[src/lfa_pkg.sv]
// ============================================================================
// lfa_pkg
// Shared types and constants for the lowest-free identifier allocator.
// ============================================================================
package lfa_pkg;

    localparam int LFA_ID_COUNT  = 1024;  // default number of identifiers
    localparam int LFA_WORD_W    = 64;    // bits per bitmap word
    localparam int LFA_ID_W      = 10;    // width of the identifier fields
    localparam int LFA_FIELD_LIM = 1024;  // identifiers that fit the id field
    localparam int LFA_CMP_W     = 17;    // compare width, holds 65536

    // result status codes
    typedef enum logic [1:0] {
        STATUS_DONE      = 2'd0,
        STATUS_NONE_FREE = 2'd1,
        STATUS_RESERVED  = 2'd2
    } status_t;

    // request kinds carried on tuser
    localparam logic KIND_ALLOC = 1'b0;
    localparam logic KIND_FREE  = 1'b1;

    typedef enum logic [2:0] {
        ST_CLEAR,
        ST_IDLE,
        ST_SCAN,
        ST_FREE_RD,
        ST_FREE_WR,
        ST_RESP
    } state_t;

    // lowest-clear-bit search result for one bitmap word
    typedef struct packed {
        logic                  hit;      // word has a clear bit
        logic [5:0]            bit_pos;  // lowest clear bit
        logic [LFA_WORD_W-1:0] word;     // word as read
    } find_res_t;

endpackage

[src/lfa_bitmap_mem.sv]
// ============================================================================
// lfa_bitmap_mem
// Bitmap word store: one write port, one read port, registered read data.
// ============================================================================
module lfa_bitmap_mem
    import lfa_pkg::*;
#(
    parameter int DEPTH  = 16,
    parameter int ADDR_W = 4
) (
    input  logic                  aclk,
    input  logic                  we,
    input  logic [ADDR_W-1:0]     waddr,
    input  logic [LFA_WORD_W-1:0] wdata,
    input  logic [ADDR_W-1:0]     raddr,
    output logic [LFA_WORD_W-1:0] rdata
);

    logic [LFA_WORD_W-1:0] mem [0:DEPTH-1];
    logic [LFA_WORD_W-1:0] rdata_reg;

    always_ff @(posedge aclk) begin
        if (we) begin
            mem[waddr] <= wdata;
        end
    end

    always_ff @(posedge aclk) begin
        rdata_reg <= mem[raddr];
    end

    assign rdata = rdata_reg;

endmodule

[src/lfa_find.sv]
// ============================================================================
// lfa_find
// Two-level lowest-clear-bit search over one bitmap word; per-byte results are registered.
// ============================================================================
module lfa_find
    import lfa_pkg::*;
(
    input  logic                  aclk,
    input  logic [LFA_WORD_W-1:0] word_in,
    output find_res_t             res
);

    localparam int GROUPS = LFA_WORD_W / 8;

    logic [GROUPS-1:0]     any_next;
    logic [GROUPS-1:0]     any_reg;
    logic [2:0]            low_next [0:GROUPS-1];
    logic [2:0]            low_reg  [0:GROUPS-1];
    logic [LFA_WORD_W-1:0] word_reg;
    logic [LFA_WORD_W-1:0] free_bits;
    logic [2:0]            sel;

    assign free_bits = ~word_in;

    // per byte: any clear bit, and the lowest one
    always_comb begin
        for (int g = 0; g < GROUPS; g++) begin
            any_next[g] = |free_bits[g*8 +: 8];
            low_next[g] = 3'd0;
            for (int b = 7; b >= 0; b--) begin
                if (free_bits[g*8 + b]) begin
                    low_next[g] = 3'(b);
                end
            end
        end
    end

    always_ff @(posedge aclk) begin
        any_reg  <= any_next;
        low_reg  <= low_next;
        word_reg <= word_in;
    end

    // pick the lowest byte that has a clear bit
    always_comb begin
        sel = 3'd0;
        for (int g = GROUPS - 1; g >= 0; g--) begin
            if (any_reg[g]) begin
                sel = 3'(g);
            end
        end
        res.hit     = |any_reg;
        res.bit_pos = {sel, low_reg[sel]};
        res.word    = word_reg;
    end

endmodule

[src/lowest_free_id_allocator.sv]
// ============================================================================
// lowest_free_id_allocator
// Bitmap identifier allocator: grants the lowest free identifier, frees one.
// ============================================================================
// Sequence: an allocate reads bitmap words upward from word 0 through the memory
//   read and search registers until a word with a clear bit or the last scanned
//   word comes back; a free reads its word, clears the bit and writes it back;
//   a free of id 0 or of an id out of range skips the bitmap.
// Throughput: one request in flight; the scan reads one bitmap word per cycle.
// Reset: aresetn low clears control; afterwards a clearing pass writes every
//   bitmap word (id 0 marked in use) before s_tready rises.
// ============================================================================
module lowest_free_id_allocator
    import lfa_pkg::*;
#(
    parameter int ID_COUNT = LFA_ID_COUNT
) (
    input  logic        aclk,
    input  logic        aresetn,
    // request channel
    input  logic        s_tvalid,
    output logic        s_tready,
    input  logic [15:0] s_tdata,   // [9:0] free_id, [15:10] zero
    input  logic [0:0]  s_tuser,   // [0] kind (0 allocate, 1 free)
    // result channel
    output logic        m_tvalid,
    input  logic        m_tready,
    output logic [15:0] m_tdata    // [1:0] status, [11:2] granted_id, [15:12] zero
);

    localparam int WORD_COUNT  = (ID_COUNT + LFA_WORD_W - 1) / LFA_WORD_W;
    localparam int ADDR_W      = (WORD_COUNT > 1) ? $clog2(WORD_COUNT) : 1;
    localparam int IDX_W       = ADDR_W + 6;
    localparam int ALLOC_LIMIT = (ID_COUNT < LFA_FIELD_LIM) ? ID_COUNT : LFA_FIELD_LIM;
    localparam int ALLOC_WORDS = (ALLOC_LIMIT + LFA_WORD_W - 1) / LFA_WORD_W;
    localparam logic [ADDR_W-1:0] LAST_WORD  = ADDR_W'(WORD_COUNT - 1);
    localparam logic [ADDR_W-1:0] LAST_SCAN  = ADDR_W'(ALLOC_WORDS - 1);

    // ------------------------------------------------------------------
    // State
    // ------------------------------------------------------------------
    state_t                 state_reg, state_next;
    logic [ADDR_W-1:0]      clr_addr_reg;
    logic [ADDR_W-1:0]      scan_addr_reg;
    logic                   issue_done_reg;
    logic                   rd_vld_reg, f_vld_reg;
    logic [ADDR_W-1:0]      rd_idx_reg, f_idx_reg;
    logic                   rd_last_reg, f_last_reg;
    logic [LFA_ID_W-1:0]    fid_reg;
    status_t                res_status_reg, res_status_next;
    logic [LFA_ID_W-1:0]    res_id_reg, res_id_next;
    logic                   m_valid_reg;
    logic [15:0]            m_data_reg;

    // memory and search
    logic                   mem_we;
    logic [ADDR_W-1:0]      mem_waddr, mem_raddr;
    logic [LFA_WORD_W-1:0]  mem_wdata, mem_rdata;
    find_res_t              fres;

    // control
    logic                   s_accept;
    logic                   req_kind;
    logic [LFA_ID_W-1:0]    req_fid;
    logic                   req_fid_zero, req_fid_in_range;
    logic [ADDR_W-1:0]      free_addr;
    logic [IDX_W-1:0]       id_full;
    logic                   id_ok;
    logic                   scan_stop;
    logic                   issue;
    logic                   res_load;
    logic                   m_load;

    lfa_bitmap_mem #(
        .DEPTH  (WORD_COUNT),
        .ADDR_W (ADDR_W)
    ) u_mem (
        .aclk  (aclk),
        .we    (mem_we),
        .waddr (mem_waddr),
        .wdata (mem_wdata),
        .raddr (mem_raddr),
        .rdata (mem_rdata)
    );

    lfa_find u_find (
        .aclk    (aclk),
        .word_in (mem_rdata),
        .res     (fres)
    );

    // ------------------------------------------------------------------
    // Request decode
    // ------------------------------------------------------------------
    assign s_accept         = s_tvalid && s_tready;
    assign req_kind         = s_tuser[0];
    assign req_fid          = s_tdata[LFA_ID_W-1:0];
    assign req_fid_zero     = (req_fid == '0);
    assign req_fid_in_range = (LFA_CMP_W'(req_fid) < LFA_CMP_W'(ID_COUNT));
    assign free_addr        = ADDR_W'(fid_reg >> 6);

    // scan decision: a word with a clear bit, or the last word came back full
    assign id_full   = {f_idx_reg, fres.bit_pos};
    assign id_ok     = (LFA_CMP_W'(id_full) < LFA_CMP_W'(ALLOC_LIMIT));
    assign scan_stop = (state_reg == ST_SCAN) && f_vld_reg && (fres.hit || f_last_reg);

    // ------------------------------------------------------------------
    // Next state
    // ------------------------------------------------------------------
    always_comb begin
        state_next = state_reg;
        case (state_reg)
            ST_CLEAR: begin
                if (clr_addr_reg == LAST_WORD) begin
                    state_next = ST_IDLE;
                end
            end
            ST_IDLE: begin
                if (s_accept) begin
                    if (req_kind == KIND_ALLOC) begin
                        state_next = ST_SCAN;
                    end else if (req_fid_zero || !req_fid_in_range) begin
                        state_next = ST_RESP;
                    end else begin
                        state_next = ST_FREE_RD;
                    end
                end
            end
            ST_SCAN: begin
                if (scan_stop) begin
                    state_next = ST_RESP;
                end
            end
            ST_FREE_RD: state_next = ST_FREE_WR;
            ST_FREE_WR: state_next = ST_RESP;
            ST_RESP: begin
                if (m_load) begin
                    state_next = ST_IDLE;
                end
            end
            default: state_next = ST_CLEAR;
        endcase
    end

    // ------------------------------------------------------------------
    // Outputs of the sequencer
    // ------------------------------------------------------------------
    always_comb begin
        s_tready        = 1'b0;
        mem_we          = 1'b0;
        mem_waddr       = free_addr;
        mem_wdata       = '0;
        mem_raddr       = free_addr;
        issue           = 1'b0;
        res_load        = 1'b0;
        res_status_next = STATUS_DONE;
        res_id_next     = '0;
        m_load          = 1'b0;
        case (state_reg)
            ST_CLEAR: begin
                // wipe one word per cycle, keep id 0 reserved
                mem_we    = 1'b1;
                mem_waddr = clr_addr_reg;
                mem_wdata = (clr_addr_reg == '0) ? LFA_WORD_W'(1) : '0;
            end
            ST_IDLE: begin
                s_tready = 1'b1;
                if (s_accept && req_kind == KIND_FREE) begin
                    if (req_fid_zero) begin
                        res_load        = 1'b1;
                        res_status_next = STATUS_RESERVED;
                    end else if (!req_fid_in_range) begin
                        res_load = 1'b1;
                    end
                end
            end
            ST_SCAN: begin
                mem_raddr = scan_addr_reg;
                issue     = !issue_done_reg && !scan_stop;
                if (scan_stop) begin
                    res_load = 1'b1;
                    if (fres.hit && id_ok) begin
                        // mark the granted id in use
                        mem_we      = 1'b1;
                        mem_waddr   = f_idx_reg;
                        mem_wdata   = fres.word | (LFA_WORD_W'(1) << fres.bit_pos);
                        res_id_next = LFA_ID_W'(id_full);
                    end else begin
                        res_status_next = STATUS_NONE_FREE;
                    end
                end
            end
            ST_FREE_RD: begin
                mem_raddr = free_addr;
            end
            ST_FREE_WR: begin
                // read data is back: clear the bit and write the word back
                mem_we    = 1'b1;
                mem_wdata = mem_rdata & ~(LFA_WORD_W'(1) << fid_reg[5:0]);
                res_load  = 1'b1;
            end
            ST_RESP: begin
                m_load = !m_valid_reg || m_tready;
            end
            default: begin
                mem_we = 1'b0;
            end
        endcase
    end

    // ------------------------------------------------------------------
    // Registers
    // ------------------------------------------------------------------
    always_ff @(posedge aclk) begin
        if (!aresetn) begin
            state_reg      <= ST_CLEAR;
            clr_addr_reg   <= '0;
            scan_addr_reg  <= '0;
            issue_done_reg <= 1'b0;
            rd_vld_reg     <= 1'b0;
            f_vld_reg      <= 1'b0;
            m_valid_reg    <= 1'b0;
        end else begin
            state_reg <= state_next;
            if (state_reg == ST_CLEAR) begin
                clr_addr_reg <= clr_addr_reg + 1'b1;
            end
            // restart the scan on every accepted request
            if (s_accept) begin
                scan_addr_reg  <= '0;
                issue_done_reg <= 1'b0;
            end else if (issue) begin
                scan_addr_reg <= scan_addr_reg + 1'b1;
                if (scan_addr_reg == LAST_SCAN) begin
                    issue_done_reg <= 1'b1;
                end
            end
            // drop words still in flight once the scan has decided
            rd_vld_reg <= issue;
            f_vld_reg  <= rd_vld_reg && !scan_stop && (state_reg == ST_SCAN);
            // output slot: load the pending result, release on transfer
            if (m_load) begin
                m_valid_reg <= 1'b1;
            end else if (m_tready) begin
                m_valid_reg <= 1'b0;
            end
        end
    end

    always_ff @(posedge aclk) begin
        rd_idx_reg  <= scan_addr_reg;
        rd_last_reg <= (scan_addr_reg == LAST_SCAN);
        f_idx_reg   <= rd_idx_reg;
        f_last_reg  <= rd_last_reg;
        if (s_accept) begin
            fid_reg <= req_fid;
        end
        if (res_load) begin
            res_status_reg <= res_status_next;
            res_id_reg     <= res_id_next;
        end
        if (m_load) begin
            m_data_reg <= {4'd0, res_id_reg, res_status_reg};
        end
    end

    assign m_tvalid = m_valid_reg;
    assign m_tdata  = m_data_reg;

    // ------------------------------------------------------------------
    // Assertions
    // ------------------------------------------------------------------
    // a nonzero granted id only comes with a successful allocate
    a_grant_status: assert property (@(posedge aclk) disable iff (!aresetn)
        (m_tvalid && m_tdata[11:2] != '0) |-> (m_tdata[1:0] == STATUS_DONE))
        else $error("granted id with non-done status");

    // a scan only writes the bitmap for a searched word that had a clear bit
    a_scan_write: assert property (@(posedge aclk) disable iff (!aresetn)
        (mem_we && state_reg == ST_SCAN) |-> (f_vld_reg && fres.hit))
        else $error("bitmap write during scan without a hit");

    // word reads in flight always come from an active scan
    a_read_origin: assert property (@(posedge aclk) disable iff (!aresetn)
        rd_vld_reg |-> ($past(state_reg) == ST_SCAN))
        else $error("scan read issued outside of a scan");

endmodule

[config.mk]
export PLATFORM = sky130hd
export DESIGN_NAME = lowest_free_id_allocator
export DESIGN_NICKNAME = d
export VERILOG_FILES = /design/src/lfa_pkg.sv /design/src/lfa_bitmap_mem.sv /design/src/lfa_find.sv /design/src/lowest_free_id_allocator.sv
export SDC_FILE = /design/constraint.sdc
export NUM_CORES = 2
export LEC_CHECK = 0
export BUFFER_PORTS_ARGS = -buffer_cell sky130_fd_sc_hd__clkbuf_2
export CAP_MARGIN = 20
export CORE_UTILIZATION = 40
export DETAILED_ROUTE_END_ITERATION = 8
export SLEW_MARGIN = 25
export SYNTH_ARGS = -nofsm -noshare
export SYNTH_HDL_FRONTEND = slang
export SYNTH_SLANG_ARGS = --single-unit
export TNS_END_PERCENT = 20
[constraint.sdc]
create_clock -name aclk -period 7.1 [get_ports aclk]
set_input_delay 1.42 -clock aclk [delete_from_list [all_inputs] [get_ports aclk]]
set_output_delay 1.42 -clock aclk [all_outputs]
set_load 0.01 [all_outputs]
### Word level (Yosys, flattened, before mapping)

Memories as Yosys holds them, arrays and structs flattened. A register that Yosys moved wholly into a read port is not among the register bits.
Index checks and enable logic that the tools add are counted.

* output and inout bits: 18
* bits of input ports: 21
* bits in registers: 155
* word-level logic and storage cells: 211
* memory bits (writable): 1024
* memories kept: 1

Memories
* u_mem.mem: words 16, bits a word 64, read ports 1, clocked after memory_dff 1, wr ports 1, RTL line lfa_bitmap_mem.sv:19 `logic [LFA_WORD_W-1:0] mem [0:DEPTH-1];`

* bitwise gates (word level): 6
* eq/ne operators: 11
* reductions and logical operators: 46
* muxes and demuxes: 101
* magnitude comparators: 1
* shift-type cells: 2
* $add $sub $neg: 2

Operator list (number)
* $pmux 64 s3: 1
* $mux 3: 48
* $mux 64: 2
* $not 64->64: 2
* $shl 1x6->64 const A: 2
* $reduce_or 8->1: 9
* $and 64x64->64: 1
* $or 64x64->64: 1
* $mux 2: 18
* $reduce_or 4->1: 8
* $mux 1: 23
* $reduce_or 2->1: 10
* $pmux 3 s6: 1
* $mux 4: 3
* $logic_not 10->1: 1
* $bmux 3 s3: 1
* $add 4x1->4 const B: 2
* $eq 4x4->1 const B: 2
* $ne 2x2->1 const B: 4
* $pmux 4 s2: 1
* $logic_and 1x1->1: 7
* $eq 3x2->1 const B: 2
* $eq 3x3->1 const B: 2
* $ge 4x4->1 const B: 1
* 14 further kinds: 17

### Depth between registers and ports, before layout

* word-level depth: 17
* depth in mapped cells: 9
* depth with buffers taken out: 7

### Modules after synthesis

From an unflattened synthesis, not the netlist that was laid out.

* cells, all modules: 2360
* area total of the unflattened synthesis: 46360.7 um^2

Modules (own cells, without submodules)
* lfa_bitmap_mem: area an instance 39583.0 um^2, cells each 1647, instances 1, seq. area each 32030.7 um^2
* lowest_free_id_allocator: area an instance 3942.5 um^2, cells each 453, instances 1, seq. area each 1521.5 um^2
* lfa_find: area an instance 2835.2 um^2, cells each 260, instances 1, seq. area each 1921.8 um^2

### Worst setup path before layout

No wires, ideal clock.

* kind: register to register
* from: register u_find.any_reg[1]
* to: memory u_mem.mem[12][0] (enable)
* slack: 2.123 ns
* stages on the path, launching flop included: 9
* arrival time: 4.491 ns
* required time: 6.613 ns
* cell sequence: dfxtp_1 -> buf_4 -> or4_1 -> clkbuf_1 -> o21ai_1 -> nand2_1 -> o21ai_0 -> o221ai_1 -> nor2_1

* word-level cells in the longest chain between the ends: 7
* elaborated cells on any way between the ends: 11
* classes of those cells: mux: 8; reduce/logical: 3

RTL lines
* start: declaration: RTL line lfa_find.sv:16 `logic [GROUPS-1:0] any_reg;`
* start signal: assignment: RTL line lfa_find.sv:39 `any_reg <= any_next;`
* $reduce_or 8->1 *: RTL line lfa_find.sv:52 `res.hit = |any_reg;`
* $logic_or 1x1->1: RTL line lowest_free_id_allocator.sv:105 `assign scan_stop = (state_reg == ST_SCAN) && f_vld_reg && (fres.hit || f_last_reg);`
* $logic_and 1x1->1: RTL line lowest_free_id_allocator.sv:105
* $mux 1: RTL line lowest_free_id_allocator.sv:180 `if (scan_stop) begin`
* $pmux 1 s2: RTL line lowest_free_id_allocator.sv:159 `case (state_reg)`
* $mux 1: RTL line lfa_bitmap_mem.sv:23 `if (we) begin`
* $mux 1 (not written as such): RTL line lfa_bitmap_mem.sv:24 `mem[waddr] <= wdata;`
* end: declaration: RTL line lfa_bitmap_mem.sv:19

Mark *: on every way between the ends. The rest lies on a longest branch, timed or not.

### Worst setup path after layout

* from: register u_find.any_reg[0]
* to: memory u_mem.mem[14][63] (enable)

The elaborated chain is that of the path after synthesis.

==> results_dict.tcl <==
set metrics [dict create \
    fmax_mhz 234.9 \
    r2r_start "u_find.any_reg[0]$_DFF_P_" \
    clock-sinks 1243 \
    syn_area_sq_mm 0.04661 \
    fin_area_sq_mm 0.05297 \
    ys_seq_area_share_pct 76.11 \
    crit_required_ps 7440 \
    die_w_microns 343.4 \
    hold_class "register to register" \
    startpoint "u_find.any_reg[0]$_DFF_P_" \
    status "finished clean" \
    dp.cells 3896 \
    slew_headroom_pct 32.21 \
    drive_gt1_share_pct 23.09 \
    htreeDepth 3 \
    cts.repair.resized 0 \
    holdBufCountCts 0 \
    cp_cell_sequence "or4_1 -> o21ai_1 -> nand2_1 -> o21ai_0 -> o221ai_1 -> nor2_4 -> buf_12" \
    min_to "f_idx_reg[0]$_DFF_P_" \
    worst_r2r_endpoint "u_mem.mem[14][63]$_DFFE_PP_" \
    powerDensity_mw_per_mm2 379.2 \
    hold_ws_ps 329.2 \
    ys_types 80 \
    stdcell_count 4123 \
    synth-main-ff-cell "edfxtp_1" \
    avgRoutedWirePerCell_microns 26.95 \
    largest_reg_flops 1024 \
    n_antenna_cell 0 \
    clkLatencyLatePin_ps 700 \
    yosys-top-cells-area "edfxtp_1 (68%), mux4_2 (12%), dfxtp_1 (7.9%)" \
    grt_util_all_layers_pct 19.05 \
    synth_top_cell_by_area "edfxtp_1" \
    period_minus_slack_ps 4257 \
    ys_seq_elements 1243 \
    core_area_sq_mm 0.1150 \
    hold_viol 0 \
    drv_slew 0 \
    final_util_pct 46.08 \
    crit_path_end_kind "register" \
    period_share_pct 59.95 \
    die_h_microns 343.4 \
    drt.antenna.violating_nets 0 \
    grt_pass1_wl_mm 164.3 \
    setup_violations 0 \
    syn_to_final_growth_pct 13.65 \
    rows 124 \
    cp_max_fo 45 \
    arrival_ps 4600 \
    syn_inst 2407 \
    start_kind "register" \
    syn_avg_cell_area_sq_um 19.36 \
    grt_max_degree 161 \
    hold_depth 0 \
    irDropWorstVdd_uv 295.4 \
    gp_congestion 0.8494 \
    layout.nets 2530 \
    post-route-worst-setup-slack_ps 2843 \
    dp_worst_setup_slack_ps 2923 \
    clockBufferDepth 3 \
    place_hpwl_mm 59.60 \
    start_util_pct 40.54 \
    tightest_slew_ps 1008 \
    grt.overflow.total 0 \
    netlist.area_leader.share_pct 68.16 \
    ios 39 \
    antenna_found_initial 0 \
    setup_tns_ps 0 \
    synthArstFlopShare_pct 0 \
    dpl-instance-area_sq_mm 0.04887 \
    min_from "rd_idx_reg[0]$_DFF_P_" \
    dieArea_sq_mm 0.1179 \
    cts_made_buffers 119 \
    grt_pass1_vias 24350 \
    power_leakage_nw 16.30 \
    drc 0 \
    r2r_slack_ps 2840 \
    drv_cap 0 \
    power_mw 20.08 \
    route.final.wire_length_mm 111.1 \
    first_pass_iters 6 \
    rsz0062_at_grt "no" \
    yosys_warnings 0 \
    vias 23740 \
    slowest_stage "nor2_4" \
    reg2regPathDepth 7 \
    critical_path_class "register to register" \
    clkTransAtPathRegs_ps 60 \
    root_buffer "clkbuf_16" \
    drt-vias-per-instance 5.757 \
    skew_ps 23.66 \
    first_iter_violations 2393 \
    slowest_delay_ps 890 \
    cts_tree "yes" \
    postCtsSetupBuffers 0 \
    port-buffer-count 28 \
    synth_edf_count 1058 \
]
[cell usage after synthesis (all sizes together), types with 4 or more instances]
cell type,n
xnor2,4
a22oi,130
o31ai,16
nand2b,6
a21boi,9
nor3b,11
dfxtp,185
nor4,10
buf,52
a21oi,59
nand3,6
and3,7
or2,4
inv,28
nor3,21
a221o,51
a31oi,9
a211oi,7
o21bai,4
and2,10
o21ai,16
mux4,257
clkbuf,68
nor2b,4
mux2i,4
nor2,76
a32oi,16
nand2,223
edfxtp,1058
[worst max-delay path by stage]
stage	endpoint	slack, ps	cells after the start
finish	u_mem.mem[14][63]$_DFFE_PP_	2840	7
global route	u_mem.mem[14][63]$_DFFE_PP_	2630	7
CTS	u_mem.mem[14][44]$_DFFE_PP_	2900	7
detailed placement	u_mem.mem[14][63]$_DFFE_PP_	2920	7
global placement	u_mem.mem[11][48]$_DFFE_PP_	2760	7
floorplan	u_mem.mem[12][0]$_DFFE_PP_	2120	8
[final cells by class]
| class | count | area (sq um) |
|---|---|---|
| Clock buffer | 157 | 3276 |
| Fill cell | 9450 | 61990 |
| Multi-Input combinational cell | 1012 | 10590 |
| Sequential cell | 1243 | 35470 |
| Inverter | 28 | 105.1 |
| Clock inverter | 69 | 777.0 |
| Tap cell | 1512 | 1892 |
| Timing Repair Buffer | 102 | 855.8 |
[critical path: cells and delay by family, from the launching register on]
family,cells,cell delay [ps]
simple gates,3,1700
flops,1,570
buf+inv,1,430
compound gates,3,1120
[power breakdown]
part	internal [mW]	leakage [nW]	total, mW	switching [mW]
registers	9.51	10.6	10.1	0.595
clock network	3.79	1.97	6.48	2.69
logic	1.21	3.74	3.50	2.29
[layer usage]
layer	share of wire [%]	wire [microns]	track usage [%]	up-vias
li1	-	-	-	10040
met1	43	47360	26.48	12580
met2	48	53860	31.07	921
met3	6.2	6880	2.813	196
met4	2.7	3024	5.972	0
met5	0	0	0	-
[logic make-up after synthesis]
kind of cell / after synthesis / share of synthesized area [%]
XOR/XNOR: 6 / 0.1127
flip-flops: 1243 / 76.11
multiplexers: 263 / 12.55
other: 1 / 0.008046
AO/OA/AOI/OAI: 337 / 5.503
buffers and inverters: 155 / 1.691
adder cells (fa/ha/maj): 3 / 0.08054
AND/OR/NAND/NOR: 399 / 3.943
[cell usage in the layout, fill, tap and decap left out, drive strengths merged, types with 6 or more instances in the layout]
master / synthesis / layout
clkinv: 0 / 43
dfxtp: 185 / 185
o21ai: 16 / 16
nor3: 21 / 21
nand2b: 6 / 6
nor4: 10 / 10
mux4: 257 / 257
edfxtp: 1058 / 1058
and3: 7 / 7
buf: 52 / 74
and2: 10 / 10
nor2: 76 / 76
clkinvlp: 0 / 6
nand2: 223 / 223
a21boi: 9 / 9
a22oi: 130 / 130
a221o: 51 / 51
clkbuf: 68 / 185
a211oi: 7 / 7
nand3: 6 / 6
bufinv: 0 / 15
a32oi: 16 / 16
a21oi: 59 / 59
nor3b: 11 / 11
o31ai: 16 / 16
inv: 28 / 33
a31oi: 9 / 9
Power figures use the tool's default switching activity.
